<file path="src/hw/rtl/tofs_ram.sv">
// ----------------------------------------------------------------------------
// tofs_ram
// generic ram with one write port and one registered read port
// ----------------------------------------------------------------------------
module tofs_ram #(
  parameter int WIDTH = 8,
  parameter int DEPTH = 16
) (
  input  logic                     clk,
  input  logic                     we,
  input  logic [$clog2(DEPTH)-1:0] waddr,
  input  logic [WIDTH-1:0]         wdata,
  input  logic [$clog2(DEPTH)-1:0] raddr,
  output logic [WIDTH-1:0]         rdata
);
  logic [WIDTH-1:0] mem [DEPTH];

  always_ff @(posedge clk) begin
    if (we) begin
      mem[waddr] <= wdata;
    end
    rdata <= mem[raddr];
  end
endmodule

</file>
<file path="config.mk">
export PLATFORM = sky130hd
export DESIGN_NAME = tofs_ram
export DESIGN_NICKNAME = d
export VERILOG_FILES = /design/src/hw/rtl/tofs_ram.sv
export SDC_FILE = /design/constraint.sdc
export NUM_CORES = 1
export LEC_CHECK = 0
export BUFFER_PORTS_ARGS = -buffer_cell sky130_fd_sc_hd__clkbuf_2
export CAP_MARGIN = 20
export CORE_ASPECT_RATIO = 1.75
export CORE_UTILIZATION = 35
export DETAILED_ROUTE_END_ITERATION = 8
export GPL_ROUTABILITY_DRIVEN = 0
export PLACE_DENSITY = 0.59
export SLEW_MARGIN = 20
export SYNTH_ARGS = -nofsm -noshare
export SYNTH_HDL_FRONTEND = slang
export SYNTH_SLANG_ARGS = --single-unit
export TNS_END_PERCENT = 100
</file>
<file path="constraint.sdc">
create_clock -name clk -period 4.5 [get_ports clk]
set_input_delay 1.35 -clock clk [delete_from_list [all_inputs] [get_ports clk]]
set_output_delay 1.35 -clock clk [all_outputs]
set_load 0.02 [all_outputs]
</file>
==> flow_metrics.env, run 1 <==
export IMPL_status="complete, no violations"
export IMPL_grt_pass1_wl_um=15300
export IMPL_vias_per_cell=5.17
export IMPL_fin_hold_ws_ns=0.660
export IMPL_slowest_delay_ns=0.69
export IMPL_hold_start="mem[15][0]"
export IMPL_routed_wl_um=10000
export IMPL_min_period_ns=2.57
export IMPL_crit_type="in -> reg"
export IMPL_p_leak_nw=1.99
export IMPL_core_area_sq_um=14400
export IMPL_timing_final_max_slew_violations=0
export IMPL_antenna_found_initial=0
export IMPL_post_synth_and_or_nand_nor_area_fraction_pct=3.18
export IMPL_synth_compound_area_share_pct=2.33
export IMPL_vias=2385
export IMPL_ant_nets=0
export IMPL_worstPathMaxFanout=32
export IMPL_dpl_cell_count=429
export IMPL_finClkSkew_ns=0.00838
export IMPL_critPathCaptureType="register"
export IMPL_grt_pass1_vias=2544
export IMPL_synth_top_family_by_area="multiplexers"
export IMPL_syn2layout_area_growth_pct=16.4
export IMPL_finalSetupTns_ns=0
export IMPL_syn_nets=247
export IMPL_cts_buffers=17
export IMPL_grt_usage_pct=14.5
export IMPL_startpoint_type="input port"
export IMPL_die_area_sq_um=15200
export IMPL_portBuffers=25
export IMPL_tightest_slew_ns=1.00
export IMPL_io_pins=26
export IMPL_postCtsHoldBufs=0
export IMPL_cpLargestDelayFamily="buffers and inverters"
export IMPL_cts_resized=0
export IMPL_setup_viol=0
export IMPL_fin_cells=461
export IMPL_ys_warn_count=0
export IMPL_num_rows=58
export IMPL_die_w_um=93.7
export IMPL_yosys_area_share_xor_xnor_pct=0
export IMPL_h_tree_depth=4
export IMPL_min_path_type="reg -> reg"
export IMPL_hpwlAfterDp_um=6660
export IMPL_required_ns=4.79
export IMPL_grt_max_degree=33
export IMPL_synth_cell_type_count=19
export IMPL_path_buf_inv=1
export IMPL_clkLatencyLatePin_ns=0.41
export IMPL_cts_tree="built"
export IMPL_ir_worst_vdd_mv=0.275
export IMPL_synth_seq_cells=136
export IMPL_final_cell_area_sq_um=5990
export IMPL_synth_area_sq_um=5150
export IMPL_final_cell_mix="edfxtp_1, clkbuf_2, mux4_2, clkbuf_16, a22oi_1"
export IMPL_finalHoldViolCount=0
export IMPL_synthAdderAreaFrac_pct=0
export IMPL_synth_avg_cell_area_sq_um=22.5
export IMPL_path_cells="clkbuf_2 -> mux4_1 -> a22oi_1 -> nand2_1"
export IMPL_fin_total_pwr_mw=2.79
export IMPL_drc=0
export IMPL_post_cts_setup_buffer_count=0
export IMPL_antennaDiodeCount=0
export IMPL_clockBufferDepth=2
export IMPL_initial_core_util_pct=35.8
export IMPL_nFillCells=1283
export IMPL_cp_startpoint="raddr[1]"
export IMPL_place_area_sq_um=5460
export IMPL_cts_root_buf="clkbuf_16"
export IMPL_wl_per_cell_um=21.8
export IMPL_fmax_mhz=389
export IMPL_period_share_pct=57.1
export IMPL_synthCells=229
export IMPL_crit_arrival_ns=2.86
export IMPL_clk_transition_reported_paths_ns=0.06
export IMPL_synthMuxAreaShare_pct=15.0
export IMPL_cpMaxStageDelayCell="clkbuf_2"
export IMPL_dieHeight_um=162
export IMPL_drive_gt1_share_pct=27.4
export IMPL_max_slew_margin_pct=32.9
export IMPL_overflow=0
export IMPL_cellPowerDensity_nw_per_um2=465
export IMPL_drt_initial_drc_count=205
export IMPL_ys_seq_area_share_pct=77.8
export IMPL_first_pass_iters=4
export IMPL_clock_sinks=136
export IMPL_r2r_start="mem[2][1]"
export IMPL_final_common_cell="edfxtp_1"
export IMPL_maxCapViolations=0
export IMPL_num_nets_final=286
export IMPL_rsz0062_at_grt="false"
-- cell usage after synthesis --
| cell type | instances | area share [%] |
|---|---|---|
| and2b_1 | 1 | 0.15 |
| buf_6 | 3 | 0.66 |
| nand3b_1 | 2 | 0.29 |
| nand3_1 | 1 | 0.097 |
| edfxtp_1 | 128 | 75 |
| nand2b_1 | 2 | 0.24 |
| dfxtp_1 | 8 | 3.1 |
| mux4_1 | 14 | 7.1 |
| and2_1 | 1 | 0.12 |
| buf_2 | 3 | 0.29 |
| nor2b_1 | 1 | 0.12 |
| or3b_2 | 1 | 0.17 |
| mux4_2 | 18 | 7.9 |
| buf_4 | 1 | 0.15 |
| a22oi_1 | 16 | 2.3 |
| nor3_1 | 4 | 0.39 |
| nand2_1 | 9 | 0.66 |
| clkdlybuf4s25_2 | 3 | 0.58 |
| nor2_1 | 13 | 0.95 |
-- logic make-up after synthesis --
group	count (synthesis)
buffers and inverters	10
DFF	136
and+or+nand+nor	35
AOI/OAI and AO/OA	16
muxes	32
-- state kept, by name, summed over array words and instances, names as in the netlist --
register and cells:
rdata 8, mem 128
-- per-layer routing --
| metal | routed length (um) | vias to the layer above | GRT usage [%] | part of all wire (%) |
|---|---|---|---|---|
| met5 | 0 | - | 0 | 0 |
| met3 | 426 | 10 | 3.50 | 4.2 |
| met2 | 5640 | 87 | 25.4 | 56 |
| li1 | - | 1047 | - | - |
| met4 | 162 | 0 | 7.20 | 1.6 |
| met1 | 3800 | 1241 | 16.4 | 38 |
-- path summary, 6_finish.rpt --
kind | to | slack [ns] | cells after the start
min | rdata[0] | 0.66 | 3
max reg2reg | rdata[1] | 3.08 | 3
max | rdata[1] | 1.93 | 4
min reg2reg | rdata[0] | 0.66 | 3
-- per-stage QoR --
step	setup WS (ns)	utilization, %
finish	1.93	41.7
floorplan	1.66	-
CTS	1.94	41.7
global route	1.89	41.7
global placement	1.50	38.0
detailed placement	1.51	38.0
-- power breakdown --
group	internal (mW)	switching (mW)	total (mW)
clock network	0.743	0.484	1.23
registers	1.42	0.00734	1.42
logic	0.0529	0.0820	0.135
total	2.21	0.574	2.79
-- area by class of cell --
class | instances | area (sq um) | share of cell area [%]
repair buffers | 30 | 175 | 2.92
clock buffers | 23 | 479 | 8.00
multi-input cells | 83 | 1060 | 17.6
flip-flops and latches | 136 | 4000 | 66.8
well taps | 180 | 225 | 3.76
clock inverters | 9 | 50.0 | 0.835
-- worst min-delay path, stage by stage, from the launching register on --
cell and delay (ns):
edfxtp_1 0.31, mux4_2 0.22, a22oi_1 0.05, nand2_1 0.05
No activity file was read; power rests on OpenSTA's default activity.
==> run 2, diff against run 1 <==
clock period = 2.62 ns   (was 4.5 ns; I/O delays follow)
==> run 2 against run 1 <==
Compared with the run above:
- critical path depth up 1
- register-to-register slack got worse by 1.8 ns
- clock power is 89% higher
- routed wire length is 1.7% lower
- critical path type unchanged
==> flow_metrics.env, run 2 (synthesis gave the netlist of run 1 again) <==
export IMPL_critPathCaptureType="register"
export IMPL_final_common_cell="edfxtp_1"
export IMPL_tightest_slew_ns=0.514
export IMPL_ant_nets=0
export IMPL_core_area_sq_um=14400
export IMPL_rsz0062_at_grt="false"
export IMPL_drt_initial_drc_count=129
export IMPL_fin_util_pct=43.0
export IMPL_overflow=0
export IMPL_cellPowerDensity_nw_per_um2=810
export IMPL_maxCapViolations=0
export IMPL_clock_sinks=136
export IMPL_min_period_ns=1.80
export IMPL_cts_buffers=17
export IMPL_h_tree_depth=4
export IMPL_grt_max_degree=33
export IMPL_num_rows=58
export IMPL_clockBufferDepth=2
export IMPL_dieHeight_um=162
export IMPL_drive_gt1_share_pct=32.3
export IMPL_fin_total_pwr_mw=5.01
export IMPL_portBuffers=25
export IMPL_cts_root_buf="clkbuf_16"
export IMPL_finalSetupTns_ns=0
export IMPL_antenna_found_initial=0
export IMPL_cts_resized=0
export IMPL_fin_cells=477
export IMPL_status="complete, no violations"
export IMPL_vias_per_cell=5.01
export IMPL_timing_final_max_slew_violations=0
export IMPL_clkLatencyLatePin_ns=0.41
export IMPL_first_pass_iters=4
export IMPL_drc=0
export IMPL_syn2layout_area_growth_pct=20.1
export IMPL_finClkSkew_ns=0.00601
export IMPL_grt_pass1_vias=2561
export IMPL_routed_wl_um=9860
export IMPL_cts_tree="built"
export IMPL_postCtsHoldBufs=0
export IMPL_worstPathMaxFanout=32
export IMPL_grt_usage_pct=14.6
export IMPL_post_cts_setup_buffer_count=0
export IMPL_die_w_um=93.7
export IMPL_top_regs="mem: 128 flops, rdata: 8 flops"
export IMPL_period_share_pct=68.9
export IMPL_clk_transition_reported_paths_ns=0.06
export IMPL_required_ns=2.91
export IMPL_crit_arrival_ns=2.10
export IMPL_grt_pass1_wl_um=15300
export IMPL_regMostFlops="mem"
export IMPL_startpoint_type="input port"
export IMPL_antennaDiodeCount=0
export IMPL_fmax_mhz=554
export IMPL_dpl_cell_count=445
export IMPL_ir_worst_vdd_mv=0.438
export IMPL_num_nets_final=302
export IMPL_hpwlAfterDp_um=6580
export IMPL_die_area_sq_um=15200
export IMPL_largest_register_ffs=128
export IMPL_wl_per_cell_um=20.7
export IMPL_io_pins=26
export IMPL_crit_type="in -> reg"
export IMPL_nFillCells=1266
export IMPL_final_cell_mix="edfxtp_1, clkbuf_2, buf_4"
export IMPL_finalHoldViolCount=0
export IMPL_max_slew_margin_pct=65.6
export IMPL_p_leak_nw=2.10
export IMPL_initial_core_util_pct=35.8
export IMPL_vias=2388
export IMPL_setup_viol=0
export IMPL_min_path_type="reg -> reg"
## run 2: area by class of cell
cell class | instances | area, sq um | share of cell area [%]
clock buffers | 19 | 443 | 7.16
clock inverters | 13 | 146 | 2.37
multi-input cells | 83 | 1060 | 17.1
flip-flops and latches | 136 | 4000 | 64.8
well taps | 180 | 225 | 3.64
repair buffers | 46 | 308 | 4.98
## run 2: worst max-delay path, stage by stage
cell and delay (ns):
clkbuf_2 0.11, buf_12 0.24, mux4_1 0.59, a22oi_1 0.26, nand2_1 0.08
## run 2: report_power, final
part	switching, mW	internal [mW]
combinational	0.140	0.0987
sequential	0.0154	2.43
clock	0.884	1.44
total	1.04	3.97
## run 2: path summary, 6_finish.rpt
check | start | to | slack, ns | cells past startpoint
min | mem[15][0] | rdata[0] | 0.67 | 3
min reg2reg | mem[15][0] | rdata[0] | 0.67 | 3
max reg2reg | mem[0][1] | rdata[1] | 1.30 | 3
max | raddr[0] | rdata[5] | 0.82 | 5
## run 2: per-stage QoR
step           setup WS, ns  cell area, sq um  hold slack, ns
3_5_place_dp          0.392              5590           0.660
2_1_floorplan         0.341              5150           0.629
3_3_place_gp          0.375              5590           0.655
6_report              0.816              6180           0.667
5_1_grt               0.691              6180           0.708
4_1_cts               0.802              6180           0.668
## run 2: layer usage
metal,global-route usage [%],routed length [um]
met1,16.0,3690
met4,7.97,255
met5,0,0
met2,26.0,5570
met3,3.08,341
==> run 3, diff against run 2 <==
clock period = 1.8 ns   (was 2.62 ns; I/O delays follow)
==> run 3 against run 2 <==
Compared with the run above:
- non-clock buffer count grew 9
- clock-buffer cell count shrank 2
- power increased by 48%
- utilization rose by 0.77 points
- worst hold slack lost 0.12 ns
- cell count up 1.7%
- clock power up 50%
- sequential share of layout area shrank 1.1 points
- die area did not move
- critical path type unchanged
- largest power group unchanged
==> flow_metrics.env, run 3 (synthesis gave the netlist of run 1 again) <==
export IMPL_status="complete, no violations"
export IMPL_tightest_slew_ns=0.784
export IMPL_maxCapViolations=0
export IMPL_place_area_sq_um=5690
export IMPL_die_w_um=93.7
export IMPL_ir_worst_vdd_mv=0.544
export IMPL_hold_start="wdata[3]"
export IMPL_final_cell_mix="edfxtp_1, buf_4, clkbuf_2"
export IMPL_fin_total_pwr_mw=7.42
export IMPL_initial_core_util_pct=35.8
export IMPL_antennaDiodeCount=0
export IMPL_overflow=0
export IMPL_grt_pass1_wl_um=16000
export IMPL_fin_hold_ws_ns=0.549
export IMPL_cp_startpoint="raddr[0]"
export IMPL_crit_arrival_ns=1.92
export IMPL_drc=0
export IMPL_max_slew_margin_pct=47.6
export IMPL_timing_final_max_slew_violations=0
export IMPL_cpLargestDelayFamily="multiplexers"
export IMPL_wl_per_cell_um=21.3
export IMPL_drt_initial_drc_count=119
export IMPL_r2r_start="mem[2][1]"
export IMPL_num_nets_final=311
export IMPL_path_cells="clkbuf_2 -> buf_4 -> mux4_1 -> a22oi_1 -> nand2_1"
export IMPL_cts_buffers=17
export IMPL_final_cell_area_sq_um=6290
export IMPL_cpMaxStageDelayCell="mux4_1"
export IMPL_grt_usage_pct=15.1
export IMPL_clkLatencyLatePin_ns=0.41
export IMPL_die_area_sq_um=15200
export IMPL_clockBufferDepth=2
export IMPL_slowest_delay_ns=0.61
export IMPL_dieHeight_um=162
export IMPL_routed_wl_um=10300
export IMPL_clk_transition_reported_paths_ns=0.06
export IMPL_io_pins=26
export IMPL_portBuffers=25
export IMPL_min_period_ns=1.63
export IMPL_syn2layout_area_growth_pct=22.3
export IMPL_worstPathMaxFanout=8
export IMPL_required_ns=2.09
export IMPL_postCtsHoldBufs=0
export IMPL_setup_viol=0
export IMPL_largest_register_ffs=128
export IMPL_final_common_cell="edfxtp_1"
export IMPL_cts_root_buf="clkbuf_16"
export IMPL_startpoint_type="input port"
export IMPL_top_regs="mem: 128 flops, rdata: 8 flops"
export IMPL_drive_gt1_share_pct=34.8
export IMPL_fin_cells=485
export IMPL_core_area_sq_um=14400
export IMPL_post_cts_setup_buffer_count=0
export IMPL_vias_per_cell=5.03
export IMPL_p_leak_nw=2.17
export IMPL_path_buf_inv=2
export IMPL_rsz0062_at_grt="false"
export IMPL_crit_type="in -> reg"
export IMPL_regMostFlops="mem"
export IMPL_clock_sinks=136
export IMPL_fmax_mhz=615
export IMPL_cellPowerDensity_nw_per_um2=1180
export IMPL_cts_resized=0
export IMPL_h_tree_depth=4
export IMPL_period_share_pct=90.4
export IMPL_hpwlAfterDp_um=7240
export IMPL_finClkSkew_ns=0.00540
export IMPL_grt_pass1_vias=2682
export IMPL_num_rows=58
export IMPL_vias=2440
export IMPL_finalSetupTns_ns=0
export IMPL_first_pass_iters=4
export IMPL_finalHoldViolCount=0
export IMPL_critPathCaptureType="register"
export IMPL_grt_max_degree=23
export IMPL_cts_tree="built"
export IMPL_antenna_found_initial=0
export IMPL_ant_nets=0
export IMPL_dpl_cell_count=454
export IMPL_min_path_type="in -> reg"
run 3: layout make-up:
cell class                 count  area [sq um]
clock buffer                  17           425
clock inverter                14           178
fill                        1263          8070
multi-input combinational     83          1060
sequential                   136          4000
tap                          180           225
timing repair buffer          55           400
run 3: per-layer routing:
| metal | wire length [um] | part of all wire, % | vias up | GRT usage [%] |
|---|---|---|---|---|
| met3 | 302 | 2.9 | 13 | 4.01 |
| met1 | 3920 | 38 | 1279 | 16.4 |
| met4 | 184 | 1.8 | 0 | 5.45 |
| li1 | - | - | 1100 | - |
| met2 | 5920 | 57 | 48 | 27.8 |
| met5 | 0 | 0 | - | 0 |
run 3: worst paths after layout:
check,slack (ns),end,depth (start not counted)
worst max-delay path,0.17,rdata[1],5
worst min register to register,0.67,rdata[2],3
worst max register to register,0.40,rdata[1],3
worst min-delay path,0.55,mem[12][3],1
run 3: report_power, final:
part / internal [mW] / total [mW] / switching, mW
Clock: 2.18 / 3.49 / 1.31
Sequential: 3.54 / 3.56 / 0.0210
Combinational: 0.159 / 0.367 / 0.208
run 3: through the flow:
stage | setup WS [ns] | utilization (%)
after detailed placement | -0.250 | 39.6
after floorplan | -0.00615 | -
after global placement | -0.221 | 39.6
after CTS | 0.183 | 43.8
final | 0.173 | 43.8
after global routing | 0.143 | 43.8
